<file path="config.mk">
export PLATFORM = sky130hd
export DESIGN_NAME = word_substring_subsequence_filter_unit
export DESIGN_NICKNAME = d
export VERILOG_FILES = /design/src/rtl/core/wssf_pkg.sv /design/src/rtl/core/wssf_cell.sv /design/src/rtl/core/word_substring_subsequence_filter_unit.sv
export SDC_FILE = /design/constraint.sdc
export NUM_CORES = 1
export LEC_CHECK = 0
export ABC_AREA = 1
export CORE_AREA = 2 2 153 155
export CTS_BUF_LIST = sky130_fd_sc_hd__clkbuf_8
export DETAILED_ROUTE_END_ITERATION = 16
export DIE_AREA = 0 0 155 157
export DONT_BUFFER_PORTS = 1
export PLACE_DENSITY = 0.7
export SYNTH_ARGS = -nofsm -noshare
export SYNTH_HDL_FRONTEND = slang
export SYNTH_SLANG_ARGS = --single-unit
</file>
<file path="constraint.sdc">
create_clock -name clk -period 7.7 [get_ports clk]
set_input_delay 0.385 -clock clk [delete_from_list [all_inputs] [get_ports clk]]
set_output_delay 0.385 -clock clk [all_outputs]
set_load 0.02 [all_outputs]
</file>
<file path="src/rtl/core/wssf_pkg.sv">
// ----------------------------------------------------------------------------
// wssf_pkg
// Shared constants, register indexes and character helpers of the word
// substring and subsequence filter.
// ----------------------------------------------------------------------------
package wssf_pkg;

  localparam int PatternMaxDefault = 16;
  localparam int PatLenW           = 5;
  localparam int CfgIndexW         = 3;
  localparam int CfgDataW          = 64;
  localparam int CharW             = 8;
  localparam int IndexW            = 16;
  localparam int LengthW           = 8;
  localparam int OutDataW          = IndexW + LengthW;

  localparam logic [CfgIndexW-1:0] CfgEnable      = 3'd0;
  localparam logic [CfgIndexW-1:0] CfgMode        = 3'd1;
  localparam logic [CfgIndexW-1:0] CfgPatternLen  = 3'd2;
  localparam logic [CfgIndexW-1:0] CfgPatternLow  = 3'd3;
  localparam logic [CfgIndexW-1:0] CfgPatternHigh = 3'd4;

  localparam logic [LengthW-1:0] LengthSat = 8'd255;

  // Upper case ASCII letters become lower case; every other byte is kept.
  function automatic logic [CharW-1:0] fold_char(input logic [CharW-1:0] c);
    logic [CharW-1:0] r;
    r = c;
    if (c >= 8'd65 && c <= 8'd90) begin
      r = c + 8'd32;
    end
    return r;
  endfunction

  // Horizontal tab through carriage return, and the space character.
  function automatic logic is_space(input logic [CharW-1:0] c);
    return (c == 8'd32) || (c >= 8'd9 && c <= 8'd13);
  endfunction

endpackage

</file>
<file path="src/rtl/core/wssf_cell.sv">
// ----------------------------------------------------------------------------
// wssf_cell
// One pattern position: holds the shift-and prefix bit and the greedy
// subsequence bit of its character and hands both to the next cell.
// ----------------------------------------------------------------------------
module wssf_cell (
  input  logic       clk,
  input  logic       rst,
  input  logic       step,
  input  logic       clear,
  input  logic [7:0] text_char,
  input  logic [7:0] pat_char,
  input  logic       active,
  input  logic       prefix_in,
  input  logic       done_in,
  output logic       prefix,
  output logic       done,
  output logic       prefix_step,
  output logic       done_step
);

  logic match;

  assign match       = active && (text_char == pat_char);
  // The pattern up to this character ends at the current byte.
  assign prefix_step = prefix_in & match;
  // The previous character is already consumed, so this one may be taken.
  assign done_step   = done | (done_in & match);

  always_ff @(posedge clk) begin
    if (rst || clear) begin
      prefix <= 1'b0;
      done   <= 1'b0;
    end else if (step) begin
      prefix <= prefix_step;
      done   <= done_step;
    end
  end

endmodule

</file>
<file path="src/rtl/core/word_substring_subsequence_filter_unit.sv">
// ----------------------------------------------------------------------------
// word_substring_subsequence_filter_unit
// Splits a text byte stream into words and reports every word that holds the
// pattern as a substring or as a subsequence.
// ----------------------------------------------------------------------------
// Usage: text bytes enter on the s_ stream, one byte per transaction, with
// s_tlast marking the final byte of the text. Whitespace bytes separate
// words; letters are compared without regard to case. For every closed word
// that matches, one transaction leaves on the m_ stream carrying the word's
// ordinal since reset and its length, saturated at 255.
// Throughput is one byte per cycle while the m_ stream is not stalled. Each
// pattern position is one cell of a chain, and each byte updates all cells in
// the cycle it is accepted, so the only loop is the cell update.
// The result of an accepted closing byte is on m_tvalid in the next cycle,
// from the output register.
// The output register lets a new byte enter in the same cycle as a waiting
// result is taken; while the receiver holds m_tready low with a result
// pending, s_tready is low and no byte is taken.
// Configuration registers are written through cfg_we/cfg_index/cfg_data and
// act from the next byte. Reset clears the configuration registers, the word
// state, the word counter and the output valid; with enable low, bytes are
// consumed and dropped without touching any state.
// ----------------------------------------------------------------------------
module word_substring_subsequence_filter_unit
  import wssf_pkg::*;
#(
  parameter int PATTERN_MAX = PatternMaxDefault
) (
  input  logic                 clk,
  input  logic                 rst,
  // Configuration write port.
  input  logic                 cfg_we,
  input  logic [CfgIndexW-1:0] cfg_index,
  input  logic [CfgDataW-1:0]  cfg_data,
  // Text input stream.
  input  logic                 s_tvalid,
  output logic                 s_tready,
  input  logic [CharW-1:0]     s_tdata,   // [7:0] text_byte
  input  logic                 s_tlast,   // end_of_text
  // Result stream.
  output logic                 m_tvalid,
  input  logic                 m_tready,
  output logic [OutDataW-1:0]  m_tdata    // [15:0] word_index, [23:16] word_length
);

  // Configuration registers.
  logic               enable;
  logic               mode;
  logic [PatLenW-1:0] pattern_length;
  logic [CfgDataW-1:0] pattern_low;
  logic [CfgDataW-1:0] pattern_high;

  always_ff @(posedge clk) begin
    if (rst) begin
      enable         <= 1'b0;
      mode           <= 1'b0;
      pattern_length <= '0;
      pattern_low    <= '0;
      pattern_high   <= '0;
    end else if (cfg_we) begin
      case (cfg_index)
        CfgEnable:      enable         <= cfg_data[0];
        CfgMode:        mode           <= cfg_data[0];
        CfgPatternLen:  pattern_length <= cfg_data[PatLenW-1:0];
        CfgPatternLow:  pattern_low    <= cfg_data;
        CfgPatternHigh: pattern_high   <= cfg_data;
        default: ;
      endcase
    end
  end

  // Pattern lengths beyond the number of cells act as a full pattern.
  logic [PatLenW-1:0] pat_len;
  logic               pat_empty;

  assign pat_len   = (pattern_length > PatLenW'(PATTERN_MAX)) ?
                     PatLenW'(PATTERN_MAX) : pattern_length;
  assign pat_empty = (pat_len == '0);

  // Word state.
  logic               word_found;
  logic               inside_word;
  logic [LengthW-1:0] current_length;
  logic [IndexW-1:0]  word_counter;

  // Byte classification and the handshake.
  logic             take;
  logic             space;
  logic             step;
  logic             close;
  logic [CharW-1:0] text_char;

  assign s_tready  = !m_tvalid || m_tready;
  assign take      = s_tvalid && s_tready && enable;
  assign space     = is_space(s_tdata);
  assign text_char = fold_char(s_tdata);
  assign step      = take && !space;
  // A whitespace byte closes an open word; a word byte with end of text
  // is first added and then closes the word.
  assign close     = take && ((space && inside_word) || (!space && s_tlast));

  // Chain of pattern cells.
  logic [2*CfgDataW-1:0]  pat_all;
  logic [PATTERN_MAX-1:0] prefix;
  logic [PATTERN_MAX-1:0] done;
  logic [PATTERN_MAX-1:0] prefix_step;
  logic [PATTERN_MAX-1:0] done_step;
  logic [PATTERN_MAX-1:0] last_mask;

  assign pat_all = {pattern_high, pattern_low};

  for (genvar i = 0; i < PATTERN_MAX; i++) begin : g_cell
    localparam logic [PatLenW-1:0] CellPos  = PatLenW'(i);
    localparam logic [PatLenW-1:0] CellNext = PatLenW'(i + 1);

    logic prefix_prev;
    logic done_prev;

    if (i == 0) begin : g_head
      assign prefix_prev = 1'b1;
      assign done_prev   = 1'b1;
    end else begin : g_link
      assign prefix_prev = prefix[i-1];
      assign done_prev   = done[i-1];
    end

    // Marks the cell of the last pattern character in use.
    assign last_mask[i] = (pat_len == CellNext);

    wssf_cell u_cell (
      .clk         (clk),
      .rst         (rst),
      .step        (step),
      .clear       (close),
      .text_char   (text_char),
      .pat_char    (fold_char(pat_all[CharW*i +: CharW])),
      .active      (CellPos < pat_len),
      .prefix_in   (prefix_prev),
      .done_in     (done_prev),
      .prefix      (prefix[i]),
      .done        (done[i]),
      .prefix_step (prefix_step[i]),
      .done_step   (done_step[i])
    );
  end

  // Match status including the byte now being accepted.
  logic               sub_hit;
  logic               seq_hit;
  logic               found_next;
  logic               result_match;
  logic [LengthW-1:0] length_next;
  logic [LengthW-1:0] result_length;

  assign sub_hit      = |(prefix_step & last_mask);
  assign seq_hit      = |(done_step & last_mask);
  assign found_next   = word_found || pat_empty || (mode ? seq_hit : sub_hit);
  assign result_match = space ? (word_found || pat_empty) : found_next;
  assign length_next  = (current_length == LengthSat) ? current_length :
                        current_length + LengthW'(1);
  assign result_length = space ? current_length : length_next;

  always_ff @(posedge clk) begin
    if (rst) begin
      word_found     <= 1'b0;
      inside_word    <= 1'b0;
      current_length <= '0;
      word_counter   <= '0;
    end else if (close) begin
      word_found     <= 1'b0;
      inside_word    <= 1'b0;
      current_length <= '0;
      word_counter   <= word_counter + IndexW'(1);
    end else if (step) begin
      word_found     <= found_next;
      inside_word    <= 1'b1;
      current_length <= length_next;
    end
  end

  // Output register.
  always_ff @(posedge clk) begin
    if (rst) begin
      m_tvalid <= 1'b0;
    end else if (s_tready) begin
      m_tvalid <= close && result_match;
    end
  end

  always_ff @(posedge clk) begin
    if (close && result_match) begin
      m_tdata <= {result_length, word_counter};
    end
  end

endmodule

</file>
**After elaboration in Yosys (flattened, before gate mapping)**

Index checks and enable logic that the tools add are counted.

- Add/subtract/negate cells: 19
- Magnitude comparators: 53
- Equality and inequality tests: 38
- Mux-type cells: 22
- Bitwise operators: 48
- Reduce and logical (&&, ||, !) cells: 59

Operators with widths:

| operator | count |
|---|---|
| $mux 8 | 19 |
| $add 8x6->8 const B | 17 |
| $ge 8x7->1 const B | 17 |
| $le 8x7->1 const B | 17 |
| $eq 8x8->1 | 16 |
| $logic_and 1x1->1 | 41 |
| $eq 5x4->1 const B | 8 |
| $lt 4x5->1 const A | 8 |
| $and 16x16->16 | 2 |
| $reduce_or 16->1 | 2 |
| $and 1x1->1 | 30 |
| $eq 5x3->1 const B | 4 |
| $lt 3x5->1 const A | 4 |
| $add 16x1->16 const B | 1 |
| $or 1x1->1 | 16 |
| $eq 5x2->1 const B | 2 |
| $lt 1x5->1 const A | 2 |
| $lt 2x5->1 const A | 2 |
| $reduce_and 2->1 | 5 |
| $add 8x1->8 const B | 1 |
| $eq 8x6->1 const B | 1 |
| $eq 8x8->1 const B | 1 |
| $ge 8x4->1 const B | 1 |
| $le 8x4->1 const B | 1 |
| other kinds (13) | 21 |

- Flip-flop bits (word level): 217
- Input port bits: 81
- Output and inout bits: 26
- Logic and storage cells: 281

**Logic depth before layout (Yosys ltp)**

- Depth in word-level cells: 13
- Depth in mapped cells: 21
- Gate-level depth less buffers: 20

**By module**

Synthesis repeated with hierarchy kept, for this count alone.

- Cell total of the unflattened synthesis: 2238
- Area, all modules: 14054.7 µm²

By module, submodules not included:

| module | instances | cells each | area an instance (µm²) | sequential area each (µm²) |
|---|---|---|---|---|
| word_substring_subsequence_filter_unit | 1 | 1166 | 8709.6 | 3963.8 |
| wssf_cell | 16 | 67 | 334.1 | 40.0 |

**Worst setup path before layout**

Ideal clock, no wire load.

- Path kind: input -> register
- Start point: in s_tdata[1]
- End point: reg m_tdata[0], enable pin
- Setup time: 0.379 ns
- Arrival: 2.384 ns
- Required time: 7.321 ns
- Setup slack: 4.937 ns
- Cell stages on the path: 20
- Path buffers: 3
- Path through: buf_4 nand2_1 nand2_2 nand2_4 nand4_1 nand2_1 buf_6 buf_6 nor2_1 nor2_1 nand3_1 nand2_1 nand2_1 nand2_1 nor2_1 nand2_1 o21ai_1 nand2_2 nand2_2 inv_1

- Longest elaborated chain between the ends: 13
- Elaborated cells on any way between the ends: 101
- Classes of those cells: add/sub (1); order compare (4); eq/ne (17); mux (3); bitwise (48); reduce/logical (28)

Ends and longest elaborated chain:

| what | line | text |
|---|---|---|
| from (decl) | word_substring_subsequence_filter_unit.sv:38 | `input logic [CharW-1:0] s_tdata,` |
| $ge 8x7->1 or $le 8x7->1 (tied branches) | wssf_pkg.sv:29 | `if (c >= 8'd65 && c <= 8'd90) begin` |
| $logic_and 1x1->1 | wssf_pkg.sv:29 |  |
| $mux 8 | wssf_pkg.sv:29 |  |
| $eq 8x8->1 | wssf_cell.sv:24 | `assign match = active && (text_char == pat_char);` |
| $logic_and 1x1->1 | wssf_cell.sv:24 |  |
| $and 1x1->1 | wssf_cell.sv:28 | `assign done_step = done \| (done_in & match);` |
| $or 1x1->1 | wssf_cell.sv:28 |  |
| $and 16x16->16 | word_substring_subsequence_filter_unit.sv:156 | `assign seq_hit = \|(done_step & last_mask);` |
| $reduce_or 16->1 | word_substring_subsequence_filter_unit.sv:156 |  |
| $mux 1 | word_substring_subsequence_filter_unit.sv:157 | `assign found_next = word_found \|\| pat_empty \|\| (mode ? seq_hit : sub_hit);` |
| $logic_or 1x1->1 | word_substring_subsequence_filter_unit.sv:157 |  |
| $mux 1 | word_substring_subsequence_filter_unit.sv:158 | `assign result_match = space ? (word_found \|\| pat_empty) : found_next;` |
| $logic_and 1x1->1 * | word_substring_subsequence_filter_unit.sv:191 | `if (close && result_match) begin` |
| to (signal assigned) | word_substring_subsequence_filter_unit.sv:192 | `m_tdata <= {result_length, word_counter};` |
| to (decl) | word_substring_subsequence_filter_unit.sv:43 | `output logic [OutDataW-1:0] m_tdata` |

Every way passes the cells marked *; elsewhere a longest branch is shown, timed or not.
A chain may end at the register's enable or synchronous reset.

**Worst setup path after layout**

- Start point: reg pattern_length[2]
- End point: reg m_tdata[7], enable pin

- Longest elaborated chain between the ends: 12
- Elaborated cells on any way between the ends: 106
- Classes of those cells: order compare (17); eq/ne (16); mux (3); bitwise (48); reduce/logical (22)

Ends and longest elaborated chain:

| what | line | text |
|---|---|---|
| from (decl) | word_substring_subsequence_filter_unit.sv:49 | `logic [PatLenW-1:0] pattern_length;` |
| from (signal assigned) | word_substring_subsequence_filter_unit.sv:64 | `CfgPatternLen: pattern_length <= cfg_data[PatLenW-1:0];` |
| $gt 5x5->1 | word_substring_subsequence_filter_unit.sv:76 | `assign pat_len = (pattern_length > PatLenW'(PATTERN_MAX)) ?` |
| $mux 5 * | word_substring_subsequence_filter_unit.sv:76 |  |
| $lt 1x5->1, or another cell as far along | word_substring_subsequence_filter_unit.sv:137 | `.active (CellPos < pat_len),` |
| $logic_and 1x1->1 | wssf_cell.sv:24 |  |
| $and 1x1->1 | wssf_cell.sv:28 |  |
| $or 1x1->1 | wssf_cell.sv:28 |  |
| $and 16x16->16 | word_substring_subsequence_filter_unit.sv:156 |  |
| $reduce_or 16->1 | word_substring_subsequence_filter_unit.sv:156 |  |
| $mux 1 | word_substring_subsequence_filter_unit.sv:157 |  |
| $logic_or 1x1->1 | word_substring_subsequence_filter_unit.sv:157 |  |
| $mux 1 * | word_substring_subsequence_filter_unit.sv:158 |  |
| $logic_and 1x1->1 * | word_substring_subsequence_filter_unit.sv:191 |  |

Marks and branches as above.

==> results.yml <==
sta:
  final.setup.worst_slack_ns: 4.188
  final.hold.worst_slack_ns: 0.04017
  grt_setup_unrepaired: "false"
  fmaxAchievable_mhz: 284.7
  actual_slew_at_the_worst_max_slew_pin_ns: 1.107
  finalClockSkew_ns: 0.02037
  period_minus_slack_ns: 3.512
  setup_violations: 0
  maxSlewHeadroom: 0.2603
  final_hold_violating_endpoints: 0
  final_min_period_over_clock_period: 0.4561
  fin_setup_tns_ns: 0
  slew_violations: 0
power_and_ir_drop:
  post-layout-total-power_mw: 2.651
  p_per_area_nw_per_um2: 194.9
  ir_worst_vdd_uv: 219.6
  p_leak_nw: 5.795
grt:
  grt_antenna_before_repair: 0
  grt_pass1_vias: 11000
  grt_first_pass_wirelength_um: 54150
  pin_count_of_the_biggest_net_entering_global_routing: 101
  grt_remaining_overflow: 0
  grt.total_usage: 0.2744
layout:
  fin_nets: 1980
  drive_gt1_frac: 0.06027
  utilization: 0.6044
  syn_to_final_growth_pct: 10.09
  most_common_cell_after_layout_fill_and_taps_aside: "sky130_fd_sc_hd__nand2_1"
  ant_diodes: 0
  postLayoutCellArea_um2: 13600
  finish.cell_count_without_fillers: 2193
  fillCellCount: 2154
  register_area_um2: 4584
  multiInputGateArea_um2: 6536
  highest_count_cells_in_the_layout_ignoring_fill_and_taps: "424 x sky130_fd_sc_hd__nand2_1, 234 x sky130_fd_sc_hd__nor2_1, 233 x sky130_fd_sc_hd__inv_1"
worst_setup_path:
  number_of_buffer_and_inverter_instances_along_the_worst_setup_path: 2
  cp_slowest_stage_delay_ns: 0.58
  critical_path.slowest_cell: "sky130_fd_sc_hd__inv_1"
  path_common_cell: "sky130_fd_sc_hd__nand2_1"
  crit_arrival_ns: 3.67
  required_ns: 7.86
  path_class: "flop to flop"
  timing.critical_path.to_type: "flop"
  path_cells: "inv_1 -> o21ai_0 -> nand3_1 -> nor3_1 -> nand2_1 -> nor2_2 -> nand3_1 -> nand2_1 -> nand2_1 -> nand2_1 -> nor2_1 -> nand2_1 -> o21ai_1 -> nand2_2 -> nand2_2 -> inv_1"
  timing.critical_path.fanout_max: 24
  critical-path-top-delay-family: "simple AND/OR/NAND/NOR gates"
  startpoint_types: "flop"
clocking:
  clockBufferDepth: 3
  path_clk_slew_ns: 0.06
  numClockSinks: 217
  cts-root-buf: "sky130_fd_sc_hd__clkbuf_8"
  tritoncts: "built"
  cts-htree-levels: 2
  cts_inserted_buffers: 39
  clk-insertion-delay-late_ns: 0.55
synthesis:
  synthesis.instances: 1875
  average_footprint_of_a_synthesized_cell_um2: 6.590
  synth_seq_area_share: 0.3710
  mappedNetlistArea_um2: 12360
  mappedNetlistNets: 1975
  synth_cell_types: 45
  synth_warnings: 0
  ys_ff_latch: 217
die:
  floorplan.die_area_um2: 24340
  die_height_um: 157
  core_region_area_um2: 22500
  initial_core_util: 0.5491
  rows: 55
  num_ports: 107
  fp.dieW_um: 155
routing:
  routed_wire_length_per_instance_um: 15.16
  wl_um: 33240
  postRouteAntennaNets: 0
  route.detailed.vias_per_inst: 5.468
  drc: 0
  drt-initial-drc-count: 750
  routed-via-count: 11990
  drt_pre_antenna_iters: 6
placed_design:
  postPlaceCellArea_um2: 12410
  gpl.final_weighted_congestion: 0.9210
  port_buffers: 0
  place.detailed.instances: 2093
  minimum_setup_slack_after_placement_ns: 3.970
  dp_hpwl_um: 22960
outcome:
  status: "complete, no violations"
flow_run:
  max_cap_viol_count: 0
hold_path:
  timing.hold.worst.class: "input pin to flop"
[what timing repair did]
item / CTS / global route
hold buffers: 31 / 0
resized for setup: 0 / 0
hold endpoints to repair: 35 / 0
setup endpoints to repair: 0 / 0
setup buffers: 0 / 0
[final timing paths]
check,startpoint,endpoint,slack [ns],cells after the start
min,cfg_data[22],pattern_low[22],0.04,2
min reg2reg,word_counter[15],m_tdata[15],0.44,0
max reg2reg,pattern_length[2],m_tdata[7],4.19,16
max,pattern_length[2],m_tdata[7],4.19,16
[power breakdown]
part           switching [mW]  internal, mW  leakage (nW)
Clock                   0.496         0.714         0.479
Sequential             0.0271          1.17          1.79
Combinational           0.159        0.0863          3.52
[routing by layer]
layer  vias up  global-route usage  wire [um]
met4         0              0.1058       1066
met2       377              0.4557      14980
met3        75             0.05479       2343
li1       6097                   -          -
met5         -                   0          0
met1      5443              0.3530      14840
[logic make-up after synthesis]
kind of cell / count (synthesis) / synth area share
AND/OR/NAND/NOR: 876 / 0.3033
AO/OA/AOI/OAI: 400 / 0.1675
buffers and inverters: 310 / 0.1014
flip-flops: 217 / 0.3710
XOR/XNOR: 53 / 0.03757
adder cells (fa/ha/maj): 19 / 0.01924
[sequential cells by signal, summed over array words and instances (netlist names)]
signal and count:
mode 1, pattern_high 64, pattern_length 5, m_tvalid 1, enable 1, inside_word 1
g_cell.u_cell.prefix 15, current_length 8, g_cell.u_cell.done 16, m_tdata 24, word_counter 16, pattern_low 64
word_found 1
[Yosys cell counts (all sizes together)]
cell type	count	area, um^2
inv	233	877.1
a2111oi	1	15.01
o221ai	1	8.760
nor2	254	1023
edfxtp	24	720.7
o21a	2	15.01
ha	19	237.7
nor3b	2	20.02
or2	1	6.260
nand4	53	337.8
xor2	29	254.0
o2111ai	1	8.760
xnor2	24	210.2
a21boi	1	7.510
a31oi	2	12.51
dfxtp	193	3864
o211ai	1	7.510
buf	22	168.9
a21oi	164	832.1
nand3b	2	15.01
o21bai	2	15.01
nand3	107	565.5
a211oi	5	37.54
clkinv	5	18.77
and3	2	12.51
nor3	23	115.1
nand2	432	1652
o21ai	213	1066
o22ai	7	43.79
clkbuf	50	187.7
[cell type report]
type                       count  share of cell area
multi-input combinational   1348              0.4805
clock inverter                16             0.01104
clock buffer                  53             0.05363
inverter                     238             0.06596
timing repair buffer          36             0.02557
tap                          285             0.02622
sequential                   217              0.3370
Note: power is estimated with default switching activity, not from simulation.
